<file path="config.mk">
export PLATFORM = sky130hd
export DESIGN_NAME = dmpe_result_fifo_flat
export DESIGN_NICKNAME = d
export VERILOG_FILES = /design/src/sv/dmpe_pkg.sv /design/src/sv/dmpe_stream_if.sv /design/src/sv/dmpe_result_fifo.sv /design/src/flat_wrapper.sv
export SDC_FILE = /design/constraint.sdc
export NUM_CORES = 1
export LEC_CHECK = 0
export ABC_CLOCK_PERIOD_IN_PS = 2000
export BUFFER_PORTS_ARGS = -buffer_cell sky130_fd_sc_hd__clkbuf_2
export CAP_MARGIN = 10
export CORE_MARGIN = 5
export CORE_UTILIZATION = 35
export DETAILED_ROUTE_END_ITERATION = 10
export PLACE_DENSITY_LB_ADDON = 0.08
export SYNTH_ARGS = -nofsm -noshare
export SYNTH_HDL_FRONTEND = slang
export SYNTH_SLANG_ARGS = --single-unit
</file>
<file path="constraint.sdc">
create_clock -name clk -period 2 [get_ports clk]
set_input_delay 0.1 -clock clk [delete_from_list [all_inputs] [get_ports clk]]
set_output_delay 0.1 -clock clk [all_outputs]
set_load 0.02 [all_outputs]
</file>
<file path="src/sv/dmpe_pkg.sv">
package dmpe_pkg;

    typedef enum logic [2:0] {
        PH_FIXED = 3'd0,
        PH_HSKIP = 3'd1,
        PH_HLEN  = 3'd2,
        PH_HCOPY = 3'd3,
        PH_HPAD  = 3'd4,
        PH_BLEN  = 3'd5,
        PH_BCOPY = 3'd6
    } phase_t;

    localparam logic [31:0] FIXED_HDR_LEN  = 32'd16;
    localparam logic [31:0] FIXED_HDR_LAST = 32'd15;
    localparam logic [31:0] EMPTY_BODY_LEN = 32'd4;
    localparam logic [2:0]  PREFIX_LAST    = 3'd3;

    typedef struct packed {
        logic [7:0] in_byte;
    } in_item_t;

    typedef struct packed {
        logic       out_valid;
        logic [7:0] out_byte;
        logic       in_body;
        logic       param_end;
        logic       msg_end;
    } result_t;

    // Room left in the result queue, as seen by the parser.
    typedef struct packed {
        logic room1;
        logic room2;
    } queue_status_t;

endpackage

</file>
<file path="src/sv/dmpe_stream_if.sv">
interface dmpe_stream_if #(
    parameter type T = logic [7:0]
);
    logic valid;
    logic ready;
    T     data;

    modport source (
        output valid,
        output data,
        input  ready
    );

    modport sink (
        input  valid,
        input  data,
        output ready
    );
endinterface

</file>
<file path="src/sv/dmpe_result_fifo.sv">
module dmpe_result_fifo #(
    parameter int DEPTH = 4
) (
    input  logic                    clk,
    input  logic                    rst_n,
    input  logic                    push_valid,
    input  dmpe_pkg::result_t       push_data,
    output dmpe_pkg::queue_status_t status,
    dmpe_stream_if.source           out_ch
);

    localparam int PTR_W = (DEPTH > 1) ? $clog2(DEPTH) : 1;
    localparam int CNT_W = $clog2(DEPTH + 1);

    dmpe_pkg::result_t  entry_reg [DEPTH];
    logic [PTR_W-1:0]   wr_ptr_reg, wr_ptr_next;
    logic [PTR_W-1:0]   rd_ptr_reg, rd_ptr_next;
    logic [CNT_W-1:0]   count_reg, count_next;
    logic               pop;

    assign pop = out_ch.valid && out_ch.ready;

    always_comb
    begin
        wr_ptr_next = wr_ptr_reg;
        rd_ptr_next = rd_ptr_reg;
        count_next  = count_reg;
        if (push_valid)
        begin
            wr_ptr_next = (wr_ptr_reg == PTR_W'(DEPTH - 1)) ? '0 : wr_ptr_reg + 1'b1;
        end
        if (pop)
        begin
            rd_ptr_next = (rd_ptr_reg == PTR_W'(DEPTH - 1)) ? '0 : rd_ptr_reg + 1'b1;
        end
        case ({push_valid, pop})
            2'b10:   count_next = count_reg + 1'b1;
            2'b01:   count_next = count_reg - 1'b1;
            default: count_next = count_reg;
        endcase
    end

    always_ff @(posedge clk or negedge rst_n)
    begin
        if (!rst_n)
        begin
            wr_ptr_reg <= '0;
            rd_ptr_reg <= '0;
            count_reg  <= '0;
        end
        else
        begin
            wr_ptr_reg <= wr_ptr_next;
            rd_ptr_reg <= rd_ptr_next;
            count_reg  <= count_next;
        end
    end

    always_ff @(posedge clk)
    begin
        if (push_valid)
        begin
            entry_reg[wr_ptr_reg] <= push_data;
        end
    end

    assign status.room1 = count_reg < CNT_W'(DEPTH);
    assign status.room2 = count_reg < CNT_W'(DEPTH - 1);
    assign out_ch.valid = count_reg != '0;
    assign out_ch.data  = entry_reg[rd_ptr_reg];

endmodule

</file>
<file path="src/flat_wrapper.sv">
// flat-port wrapper written by rule: the top's interface ports become plain ports
module dmpe_result_fifo_flat 
#(
    parameter int DEPTH = 4
)
  (clk, rst_n, push_valid, push_data, status, out_ch_valid, out_ch_data, out_ch_ready);
  dmpe_stream_if out_ch_i ();
  input  logic clk;
  input  logic rst_n;
  input  logic push_valid;
  input  dmpe_pkg::result_t push_data;
  output dmpe_pkg::queue_status_t status;
  output wire logic [$bits(out_ch_i.valid)-1:0] out_ch_valid;
  output wire logic [$bits(out_ch_i.data)-1:0] out_ch_data;
  input wire logic [$bits(out_ch_i.ready)-1:0] out_ch_ready;
  assign out_ch_valid = out_ch_i.valid;
  assign out_ch_data = out_ch_i.data;
  assign out_ch_i.ready = out_ch_ready;
  dmpe_result_fifo #(.DEPTH(DEPTH)) u_core (.clk(clk), .rst_n(rst_n), .push_valid(push_valid), .push_data(push_data), .status(status), .out_ch(out_ch_i));
endmodule
</file>
# Word level (Yosys, flattened, before mapping)
# Memory sizes are Yosys's and may differ from the RTL's.
# Cells that the tools add are included.
# Widths: inputs -> output; s select.
[word_totals]
mem_bits_rw = 48
n_memories = 1
latchBits = 0
output_inout_bits = 11
mem_bits_ro = 0
reg_bits = 7
[memory_table]
columns = ["name", "depth", "word_bits", "rd", "rd_ports_with_merged_regs", "wr", "line_no", "rtl"]
rows = [
  ["u_core.entry_reg", 4, 12, 1, 0, 1, "dmpe_result_fifo.sv:15", "dmpe_pkg::result_t entry_reg [DEPTH];"],
]
[classes]
mux = 5
n_lt_le_gt_ge = 2
n_eq_ne = 4
shifts = 0
mul = 0
n_reduce_logical = 3
n_bitwise = 0
n_div = 0
addsub = 4
[ops]
columns = ["operator", "count"]
rows = [
  ["$eq 2x2->1 const B", 3],
  ["$pmux 3 s2", 1],
  ["$add 2x1->2 const B", 2],
  ["$mux 2", 2],
  ["$add 3x1->3 const B", 1],
  ["$lt 3x2->1 const B", 1],
  ["$lt 3x3->1 const B", 1],
  ["$reduce_bool 3->1", 1],
  ["$sub 3x1->3 const B", 1],
  ["$eq 2x1->1 const B", 1],
  ["$mux 1", 2],
  ["$reduce_bool 2->1", 1],
  ["$logic_and 1x1->1", 1],
]

# Logic depth before layout (Yosys ltp)
# Gate-level depths: netlist of the first run.
[logic_depth]
ltp_word = 4
mapped_depth = 9

# Worst setup path after synthesis of the first run
# Ideal clock, no wire load.
[synth_timing]
kind = "register to register"
startpoint = "register u_core.count_reg[0]"
endpoint = "register u_core.count_reg[2]"
arrival_ns = 1.695
path_stages_with_launch = 10
setup_time_ns = 0.128
path_buffers = 0
path_slack_ns = 0.177
path_cell_list = "dfrtp_1 > or3_4 > nand2_4 > inv_1 > ha_1 > inv_1 > fa_1 > xor2_1 > nor2_1 > xnor2_1"
[synth_between]
elab_chain_len = 4
elab_cells_between_ends = 8
classes_between = "2 x add/sub; 2 x eq/ne; 1 x mux; 3 x reduce/logical"
[synth_rtl]
columns = ["element", "line_no", "rtl"]
rows = [
  ["start, declared", "dmpe_result_fifo.sv:18", "logic [CNT_W-1:0] count_reg, count_next;"],
  ["start signal, assigned", "dmpe_result_fifo.sv:55", "count_reg <= count_next;"],
  ["$reduce_bool 3->1 *", "dmpe_result_fifo.sv:69", "assign out_ch.valid = count_reg != '0;"],
  ["named net out_ch_valid", "flat_wrapper.sv:13", "output wire logic [$bits(out_ch_i.valid)-1:0] out_ch_valid;"],
  ["$logic_and 1x1->1 *", "dmpe_result_fifo.sv:21", "assign pop = out_ch.valid && out_ch.ready;"],
  ["named net u_core.pop", "dmpe_result_fifo.sv:19", "logic pop;"],
  ["$eq 2x1->1 / $eq 2x2->1 (equally long branches)", "dmpe_result_fifo.sv:36", "case ({push_valid, pop})"],
  ["$pmux 3 s2 / $reduce_bool 2->1 (equally long branches)", "--", ""],
]
# The timed path passes the listed nets; every way through them passes the cells marked *.
# A chain may end at the register's enable or synchronous reset.

# Final worst setup path of the first run
[layout_timing]
startpoint = "register u_core.count_reg[0]"
endpoint = "register u_core.count_reg[1]"
[layout_between]
elab_chain_len = 4
elab_cells_between_ends = 8
classes_between = "2 x add/sub; 2 x eq/ne; 1 x mux; 3 x reduce/logical"
[layout_rtl]
columns = ["element", "line_no"]
rows = [
  ["$reduce_bool 3->1 *", "dmpe_result_fifo.sv:69"],
  ["$logic_and 1x1->1 *", "dmpe_result_fifo.sv:21"],
  ["named net u_core.pop", "dmpe_result_fifo.sv:19"],
  ["$eq 2x1->1 / $eq 2x2->1 (equally long branches)", "dmpe_result_fifo.sv:36"],
  ["$pmux 3 s2 / $reduce_bool 2->1 (equally long branches)", "--"],
]
# Marked as above.

==> impl_metrics.env, run 1 <==
export IMPL_worst_slack_ns=0.124
export IMPL_fin_crit_ns=1.88
export IMPL_syn_num_nets=106
export IMPL_hp_class="in -> reg"
export IMPL_fmax_mhz=533
export IMPL_dp_hpwl_um=1780
export IMPL_drt_pass1_iterations=4
export IMPL_portBuffers=22
export IMPL_finalPower_w=0.00261
export IMPL_tns_ns=0
export IMPL_status="completed"
export IMPL_cts_made_buffers=5
export IMPL_critPathRequiredTime_ns=2.21
export IMPL_ios=27
export IMPL_dp_slack_ns=0.127
export IMPL_largest_register_ffs=32
export IMPL_viasPerCell=4.67
export IMPL_gp_congestion=0.716
export IMPL_wl_met2_um=1240
export IMPL_routed_via_count=766
export IMPL_crit_type="reg -> reg"
export IMPL_cp_max_fo=4
export IMPL_grt_usage_pct=9.14
export IMPL_drt_iter0_markers=11
export IMPL_layout_drive_gt1_share_pct=36.6
export IMPL_yosys_warnings=0
export IMPL_die_area_sq_mm=0.00601
export IMPL_wl_met3_um=127
export IMPL_clk_latency_ns=0.28
export IMPL_core_region_area_sq_mm=0.00438
export IMPL_clock_sinks=39
export IMPL_place_inst=155
export IMPL_cts_tree="done"
export IMPL_synth_largest_area_cell="edfxtp_1"
export IMPL_synthTopCellsByArea="edfxtp_1, mux4_2, dfrtp_1, ha_1, inv_1"
export IMPL_clock_skew_ns=0.00399
export IMPL_startpoint="u_core.count_reg[0]$_DFFE_PN0P_"
export IMPL_synth_seq_area_share_pct=71.2
export IMPL_setup_viol_count_final=0
export IMPL_num_antenna_cells=0
export IMPL_instances_no_fill=164
export IMPL_ir_drop_v=0.000472
export IMPL_drc=0
export IMPL_cts_buffer_depth=2
export IMPL_grt_max_degree=12
export IMPL_power_density_mw_per_mm2=1400
export IMPL_drt_total_wl_um=2480
export IMPL_crit_arrival_ns=2.08
export IMPL_start_util_pct=36.4
export IMPL_syn_area_sq_mm=0.00160
export IMPL_antenna_found_initial=0
export IMPL_synth_top_cell_area_share_pct=60.2
export IMPL_syn2layout_area_growth_pct=16.2
export IMPL_drtAntennaViolNets=0
export IMPL_grt_first_pass_wirelength_um=4220
export IMPL_rsz0062_at_grt="false"
export IMPL_synth_cell_types=20
export IMPL_drv_slew=0
export IMPL_synthCells=83
export IMPL_p_leak_nw=0.719
export IMPL_r2r_start="u_core.count_reg[0]$_DFFE_PN0P_"
export IMPL_utilization_pct=42.3
export IMPL_max_cap_viol_count=0
export IMPL_wl_per_cell_um=15.1
export IMPL_ys_ff_latch=39
export IMPL_syn_area_per_cell_sq_um=19.2
export IMPL_die_width_um=77.5
export IMPL_die_y_um=77.5
export IMPL_rows=24
export IMPL_max_slew_margin_rel_pct=69.3
export IMPL_fill_cells=412
export IMPL_post_route_period_util_pct=93.8
export IMPL_highest_layer="met4"
export IMPL_tightest_slew_ns=0.461
export IMPL_cp_end_kind="flip-flop"
export IMPL_clk_pin_slew_ns=0.07
export IMPL_cts_root_buf="clkbuf_8"
export IMPL_grt_overflow=0
export IMPL_wirelength_met1_um=1080
export IMPL_ctsHtreeMaxLevel=2
export IMPL_hold_path_startpoint="push_data[6]"
export IMPL_final_nets=134
export IMPL_critPathLaunchType="flip-flop"
export IMPL_hold_viol_final=0
export IMPL_grt_pass1_vias=837
-- critical path, cell delays in order (launching register included) --
cell and delay, ns:
dfrtp_1 0.42, or3_4 0.42, nand2_4 0.10, inv_1 0.04, ha_1 0.19, inv_1 0.07, fa_1 0.41, mux2i_1 0.15
-- kinds of logic after synthesis --
logic type | count (synthesis) | synth area share, %
and+or+nand+nor | 10 | 4.08
buffers and inverters | 10 | 2.43
adders and majority gates | 7 | 5.96
muxes | 11 | 13.8
xor gates and xnor gates | 3 | 1.65
DFF | 39 | 71.2
AOI/OAI and AO/OA | 3 | 0.940
-- what timing repair did --
item	in CTS	in global routing
setup endpoints to repair	0	7
hold endpoints to repair	7	0
hold buffers	1	0
gates resized for setup	0	1
buffers inserted	0	0
-- per-layer routing --
| metal | track usage (%) | up-vias |
|---|---|---|
| met3 | 4.05 | 5 |
| met4 | 3.26 | 0 |
| li1 | - | 368 |
| met5 | 0 | - |
| met2 | 14.6 | 14 |
| met1 | 10.9 | 379 |
-- placed cells by master (no fill, tap or decap), drive strengths merged --
cell type | Yosys | routed
mux2i | 1 | 1
dfrtp | 7 | 7
o21ai | 2 | 2
inv | 8 | 8
xor2 | 1 | 1
fa | 1 | 1
or3 | 2 | 2
edfxtp | 32 | 32
mux2 | 2 | 2
dlygate4sd3 | 0 | 1
clkbuf | 1 | 29
nor2 | 2 | 2
nand2 | 2 | 2
a21oi | 1 | 1
clkinv | 0 | 1
xnor2 | 2 | 2
and2 | 4 | 4
mux4 | 8 | 8
ha | 6 | 6
-- final cells by class --
type | instances | area (sq um) | share of cell area, %
Clock buffer | 7 | 76.3 | 4.11
Clock inverter | 1 | 5.00 | 0.270
Inverter | 8 | 30.0 | 1.62
Multi-Input combinational cell | 34 | 422 | 22.7
Sequential cell | 39 | 1140 | 61.3
Tap cell | 52 | 65.1 | 3.51
Timing Repair Buffer | 23 | 120 | 6.47
-- worst paths after layout --
kind                       depth (start not counted)  slack [ns]                               end
hold / removal                                     1        0.03  u_core.entry_reg[0][6]$_DFFE_PP_
min in group asynchronous                          2        0.18   u_core.count_reg[1]$_DFFE_PN0P_
setup / recovery                                   7        0.12   u_core.count_reg[1]$_DFFE_PN0P_
max in group asynchronous                          2        1.63  u_core.rd_ptr_reg[0]$_DFFE_PN0P_
setup reg to reg                                   7        0.12   u_core.count_reg[1]$_DFFE_PN0P_
hold reg to reg                                    1        0.53   u_core.count_reg[0]$_DFFE_PN0P_
-- synthesized netlist by cell type --
library cell / number
buf_2: 1
clkbuf_1: 1
a21oi_1: 1
or3_1: 1
o21ai_0: 2
mux2i_1: 1
mux2_4: 2
edfxtp_1: 32
nor2_1: 2
fa_1: 1
inv_1: 8
and2_1: 4
or3_4: 1
xor2_1: 1
dfrtp_1: 7
xnor2_1: 2
ha_1: 6
mux4_2: 8
nand2_4: 1
nand2_1: 1
-- power breakdown --
part / switching, W / total, W / internal (W) / leakage [nW]
combinational: 0.000457 / 0.000878 / 0.000420 / 0.301
clock: 0.000251 / 0.000496 / 0.000245 / 0.0422
sequential: 0.000161 / 0.00123 / 0.00107 / 0.376
total: 0.000870 / 0.00261 / 0.00174 / 0.719
-- per-stage QoR --
step,instance area [sq um],hold slack (ns)
after CTS,1850,0.0280
after detailed placement,1760,-0.0457
after global placement,1760,-0.0464
final,1860,0.0344
after floorplan,1600,-0.196
after global routing,1860,0.0260
Power figures use the tool's default switching activity.
==> inputs of run 2 (changes only) <==
--- a/config.mk
+++ b/config.mk
@@ -10,6 +10,7 @@
 export CAP_MARGIN = 10
 export CORE_MARGIN = 5
 export CORE_UTILIZATION = 35
+export CTS_BUF_LIST = sky130_fd_sc_hd__clkbuf_2 sky130_fd_sc_hd__clkbuf_4 sky130_fd_sc_hd__clkbuf_8
 export DETAILED_ROUTE_END_ITERATION = 10
 export PLACE_DENSITY_LB_ADDON = 0.08
 export SYNTH_ARGS = -nofsm -noshare
==> run 2 against run 1 <==
Final cell count is the same; highest routed layer unchanged; core utilization grew 0.17 points; via count grew 0.52%; largest power group unchanged; largest cell class unchanged; critical path type unchanged; final area grew 0.40%; setup slack is essentially flat; die area is the same; critical path depth is the same; total power grew 1.0%; critical endpoint unchanged.
==> impl_metrics.env, run 2 (synthesis gave the netlist of run 1 again) <==
export IMPL_r2r_start="u_core.count_reg[0]$_DFFE_PN0P_"
export IMPL_antenna_found_initial=0
export IMPL_gp_congestion=0.716
export IMPL_critPathLaunchType="flip-flop"
export IMPL_crit_type="reg -> reg"
export IMPL_grt_max_degree=12
export IMPL_cts_root_buf="clkbuf_8"
export IMPL_critPathRequiredTime_ns=2.21
export IMPL_hp_class="in -> reg"
export IMPL_die_y_um=77.5
export IMPL_max_stage_delay_ns=0.42
export IMPL_grt_overflow=0
export IMPL_p_switching_w=0.000870
export IMPL_wl_met3_um=130
export IMPL_fmax_mhz=533
export IMPL_cp_end_kind="flip-flop"
export IMPL_clock_skew_ns=0.00393
export IMPL_core_region_area_sq_mm=0.00438
export IMPL_cts_setup_buffers=0
export IMPL_instances_no_fill=164
export IMPL_tns_ns=0
export IMPL_ios=27
export IMPL_power_frac_comb_pct=33.3
export IMPL_syn2layout_area_growth_pct=16.7
export IMPL_rsz0062_at_grt="false"
export IMPL_pwr_share_clk_pct=19.9
export IMPL_grt_first_pass_wirelength_um=4220
export IMPL_die_area_sq_mm=0.00601
export IMPL_final_nets=134
export IMPL_drtAntennaViolNets=0
export IMPL_wl_per_cell_um=15.2
export IMPL_wl_met2_um=1250
export IMPL_p_leak_nw=0.726
export IMPL_drv_slew=0
export IMPL_ir_drop_v=0.000485
export IMPL_grt_pass1_vias=841
export IMPL_swShare_pct=33.0
export IMPL_cts_tree="done"
export IMPL_fin_crit_ns=1.88
export IMPL_start_util_pct=36.4
export IMPL_clk_latency_ns=0.28
export IMPL_post_route_period_util_pct=93.8
export IMPL_largest_register_ffs=32
export IMPL_setup_viol_count_final=0
export IMPL_cts_made_buffers=5
export IMPL_drc=0
export IMPL_holdPathStages=1
export IMPL_routed_via_count=770
export IMPL_mostFrequentLayoutCells="edfxtp_1, clkbuf_2, inv_1, mux4_2"
export IMPL_hold_viol_final=0
export IMPL_internal_power_w=0.00176
export IMPL_hold_path_startpoint="push_data[1]"
export IMPL_r2r_cells=7
export IMPL_power_density_mw_per_mm2=1410
export IMPL_pwr_share_seq_pct=46.8
export IMPL_max_cap_viol_count=0
export IMPL_wirelength_met1_um=1070
export IMPL_status="completed"
export IMPL_drt_pass1_iterations=4
export IMPL_max_slew_margin_rel_pct=69.6
export IMPL_clock_sinks=39
export IMPL_slowest_stage="dfrtp_1"
export IMPL_cp_max_fo=4
export IMPL_ctsHtreeMaxLevel=2
export IMPL_reg2reg_to="u_core.count_reg[1]$_DFFE_PN0P_"
export IMPL_cts_buffer_depth=2
export IMPL_mostFrequentLayoutCell="edfxtp_1"
export IMPL_grt_usage_pct=9.14
export IMPL_clk_pin_slew_ns=0.07
export IMPL_crit_top_cell="inv_1"
export IMPL_die_width_um=77.5
export IMPL_tightest_slew_ns=0.455
export IMPL_worstPathCellList="or3_4, nand2_4, inv_1, ha_1, inv_1, fa_1, mux2i_1"
export IMPL_drt_iter0_markers=24
export IMPL_place_inst=155
export IMPL_layout_drive_gt1_share_pct=38.4
export IMPL_num_antenna_cells=0
export IMPL_hold_end="u_core.entry_reg[3][1]$_DFFE_PP_"
export IMPL_r2r_setup_slack_ns=0.12
export IMPL_rows=24
export IMPL_drt_total_wl_um=2490
export IMPL_dp_hpwl_um=1780
export IMPL_portBuffers=22
export IMPL_viasPerCell=4.70
export IMPL_crit_arrival_ns=2.08
export IMPL_highest_layer="met4"
-- run 2: cell counts in the layout (fill, tap and decap cells not counted) --
Identical to the previous run, type by type.
-- run 2: layer usage --
layer	vias to the layer above	GRT usage (%)
met3	5	4.05
met1	382	10.9
met5	-	0
met4	0	3.26
met2	14	14.6
li1	369	-
-- run 2: worst max-delay path by stage --
| stage | start | end | slack, ns | cells past startpoint |
|---|---|---|---|---|
| final | u_core.count_reg[0]$_DFFE_PN0P_ | u_core.count_reg[1]$_DFFE_PN0P_ | 0.12 | 7 |
| after global routing | u_core.count_reg[0]$_DFFE_PN0P_ | u_core.count_reg[2]$_DFFE_PN0P_ | 0.01 | 9 |
| after CTS | u_core.rd_ptr_reg[0]$_DFFE_PN0P_ | out_ch_data[4] | 0.03 | 2 |
| after detailed placement | u_core.count_reg[0]$_DFFE_PN0P_ | u_core.count_reg[1]$_DFFE_PN0P_ | 0.13 | 7 |
| after global placement | u_core.count_reg[0]$_DFFE_PN0P_ | u_core.count_reg[2]$_DFFE_PN0P_ | 0.16 | 9 |
| after floorplan | u_core.count_reg[0]$_DFFE_PN0P_ | u_core.count_reg[2]$_DFFE_PN0P_ | 0.18 | 9 |
-- run 2: critical path, delay by kind of cell (launching register included) --
kind | cells | cell delay [ns]
muxes | 1 | 0.15
adders and majority gates | 2 | 0.60
DFF | 1 | 0.42
buffers and inverters | 2 | 0.11
and+or+nand+nor | 2 | 0.52
-- run 2: repair_timing --
| action | CTS | global route |
|---|---|---|
| hold endpoints to repair | 7 | 0 |
| gates resized for setup | 0 | 1 |
| hold buffers | 1 | 0 |
| endpoints found under the setup margin | 0 | 7 |
-- run 2: cell type report --
type	instances	area [sq um]
fillers	412	2520
flip-flops and latches	39	1140
multi-input cells	34	422
repair buffers	23	120
clock buffers	7	83.8
well taps	52	65.1
inverters	8	30.0
clock inverters	1	5.00
-- run 2: power by group through the flow --
stage	Clock [W]	Combinational, W	Sequential [W]
finish	0.000523	0.000877	0.00123
global route	0.000583	0.000960	0.00126
CTS	0.000545	0.000903	0.00125
detailed placement	0	0.000901	0.00126
global placement	0	0.000877	0.00125
floorplan	0	0.000747	0.00114
-- run 2: metrics by stage --
| stage | setup slack (ns) | hold WS [ns] | total power [W] | util (%) | instance area (sq um) |
|---|---|---|---|---|---|
| 2_1_floorplan | 0.177 | -0.196 | 0.00189 | - | 1600 |
| 3_3_place_gp | 0.158 | -0.0464 | 0.00213 | 40.2 | 1760 |
| 3_5_place_dp | 0.127 | -0.0457 | 0.00216 | 40.2 | 1760 |
| 4_1_cts | 0.0306 | 0.0269 | 0.00269 | 42.5 | 1860 |
| 5_1_grt | 0.0145 | 0.0245 | 0.00281 | 42.5 | 1860 |
| 6_report | 0.124 | 0.0360 | 0.00263 | 42.5 | 1860 |
==> inputs of run 3 (changes only) <==
--- a/config.mk
+++ b/config.mk
@@ -5,9 +5,9 @@
 export SDC_FILE = /design/constraint.sdc
 export NUM_CORES = 1
 export LEC_CHECK = 0
-export ABC_CLOCK_PERIOD_IN_PS = 2000
+export ABC_CLOCK_PERIOD_IN_PS = 2450
 export BUFFER_PORTS_ARGS = -buffer_cell sky130_fd_sc_hd__clkbuf_2
-export CAP_MARGIN = 10
+export CAP_MARGIN = 20
 export CORE_MARGIN = 5
 export CORE_UTILIZATION = 35
 export CTS_BUF_LIST = sky130_fd_sc_hd__clkbuf_2 sky130_fd_sc_hd__clkbuf_4 sky130_fd_sc_hd__clkbuf_8
==> constraint.sdc (replaced) <==
create_clock -name clk -period 2.45 [get_ports clk]
set_input_delay 0.1225 -clock clk [delete_from_list [all_inputs] [get_ports clk]]
set_output_delay 0.1225 -clock clk [all_outputs]
set_load 0.02 [all_outputs]
==> run 3 against run 2 <==
Sequential power shrank 19%; final cell count did not move; core utilization is essentially flat; combinational power fell by 18%; via count unchanged; largest power group unchanged; global-route usage did not move; clock power shrank 18%; sequential share of layout area is essentially flat; critical endpoint is now out_ch_data[4]; final area about the same.
==> impl_metrics.env, run 3 (synthesis gave the netlist of run 1 again) <==
export IMPL_status="completed"
export IMPL_cts_tree="done"
export IMPL_cp_max_fo=11
export IMPL_crit_arrival_ns=1.79
export IMPL_clock_sinks=39
export IMPL_hold_ws_ns=0.0585
export IMPL_fin_crit_ns=1.91
export IMPL_hp_class="in -> reg"
export IMPL_p_leak_nw=0.727
export IMPL_syn2layout_area_growth_pct=16.6
export IMPL_final_nets=134
export IMPL_grt_first_pass_wirelength_um=4220
export IMPL_max_cap_viol_count=0
export IMPL_power_density_mw_per_mm2=1150
export IMPL_cp_end_kind="output pin"
export IMPL_drtAntennaViolNets=0
export IMPL_die_area_sq_mm=0.00601
export IMPL_routed_via_count=770
export IMPL_finalPower_w=0.00215
export IMPL_ir_drop_v=0.000396
export IMPL_rows=24
export IMPL_utilization_pct=42.5
export IMPL_cts_buffer_depth=2
export IMPL_drt_total_wl_um=2490
export IMPL_core_region_area_sq_mm=0.00438
export IMPL_largest_register_ffs=32
export IMPL_antenna_found_initial=0
export IMPL_mostFrequentLayoutCell="edfxtp_1"
export IMPL_portBuffers=22
export IMPL_fmax_mhz=522
export IMPL_wl_per_cell_um=15.2
export IMPL_setup_viol_count_final=0
export IMPL_die_y_um=77.5
export IMPL_worst_slack_ns=0.535
export IMPL_layout_drive_gt1_share_pct=37.5
export IMPL_fill_cells=413
export IMPL_dp_slack_ns=0.577
export IMPL_die_width_um=77.5
export IMPL_post_route_period_util_pct=78.1
export IMPL_cts_made_buffers=5
export IMPL_max_slew_margin_rel_pct=59.0
export IMPL_drc=0
export IMPL_cts_root_buf="clkbuf_8"
export IMPL_viasPerCell=4.70
export IMPL_crit_type="reg -> out"
export IMPL_drt_pass1_iterations=4
export IMPL_critPathRequiredTime_ns=2.33
export IMPL_drv_slew=0
export IMPL_mostFrequentLayoutCells="edfxtp_1, clkbuf_2, inv_1, mux4_2, dfrtp_1"
export IMPL_hold_viol_final=0
export IMPL_grt_overflow=0
export IMPL_gp_congestion=0.716
export IMPL_grt_max_degree=12
export IMPL_rsz0062_at_grt="false"
export IMPL_clk_pin_slew_ns=0.07
export IMPL_grt_pass1_vias=841
export IMPL_critPathLaunchType="flip-flop"
export IMPL_grt_usage_pct=9.14
export IMPL_clk_latency_ns=0.28
export IMPL_drt_iter0_markers=24
export IMPL_ctsHtreeMaxLevel=2
export IMPL_tns_ns=0
export IMPL_start_util_pct=36.4
export IMPL_dp_hpwl_um=1780
export IMPL_cts_setup_buffers=0
export IMPL_ios=27
export IMPL_tightest_slew_ns=0.615
export IMPL_num_antenna_cells=0
export IMPL_clock_skew_ns=0.00393
## run 3: cell counts in the layout (fill, tap and decap cells not counted)
No cell type changed its count.
## run 3: final cells by class
cell class / instances / area, sq um / share of cell area (%)
clock buffer: 7 / 83.8 / 4.50
inverter: 8 / 30.0 / 1.61
clock inverter: 1 / 5.00 / 0.269
sequential: 39 / 1140 / 61.0
tap: 52 / 65.1 / 3.49
timing repair buffer: 23 / 120 / 6.45
multi-input combinational: 34 / 422 / 22.6
## run 3: worst paths after layout
kind,from,end,slack [ns],cells past startpoint
min,push_data[1],u_core.entry_reg[3][1]$_DFFE_PP_,0.06,1
min in group asynchronous,rst_n,u_core.count_reg[1]$_DFFE_PN0P_,0.21,2
max reg2reg,u_core.count_reg[0]$_DFFE_PN0P_,u_core.count_reg[1]$_DFFE_PN0P_,0.57,7
min reg2reg,u_core.count_reg[0]$_DFFE_PN0P_,u_core.count_reg[0]$_DFFE_PN0P_,0.53,1
max,u_core.rd_ptr_reg[0]$_DFFE_PN0P_,out_ch_data[4],0.54,2
max in group asynchronous,rst_n,u_core.count_reg[0]$_DFFE_PN0P_,2.07,2
## run 3: power breakdown
part           internal, W  switching (W)
combinational     0.000343       0.000373
clock             0.000222       0.000205
sequential        0.000873       0.000132
total              0.00144       0.000710
## run 3: timing repair
item / CTS / global route
gates resized for setup: 0 / 0
hold buffers: 1 / 0
hold endpoints to repair: 7 / 0
## run 3: routing by layer
metal | global-route usage, % | share of wire [%]
met1 | 10.9 | 43
met2 | 14.6 | 50
met3 | 4.05 | 5.2
met4 | 3.26 | 1.2
met5 | 0 | 0
## run 3: through the flow
stage | std cells | area [sq um]
6_report | 164 | 1860
2_1_floorplan | 83 | 1600
4_1_cts | 164 | 1860
5_1_grt | 164 | 1860
3_3_place_gp | 155 | 1760
3_5_place_dp | 155 | 1760
## run 3: worst max-delay path, stage by stage, from the launching register on
cell and delay [ns]:
dfrtp_1 0.74, mux4_2 0.60, clkbuf_2 0.17
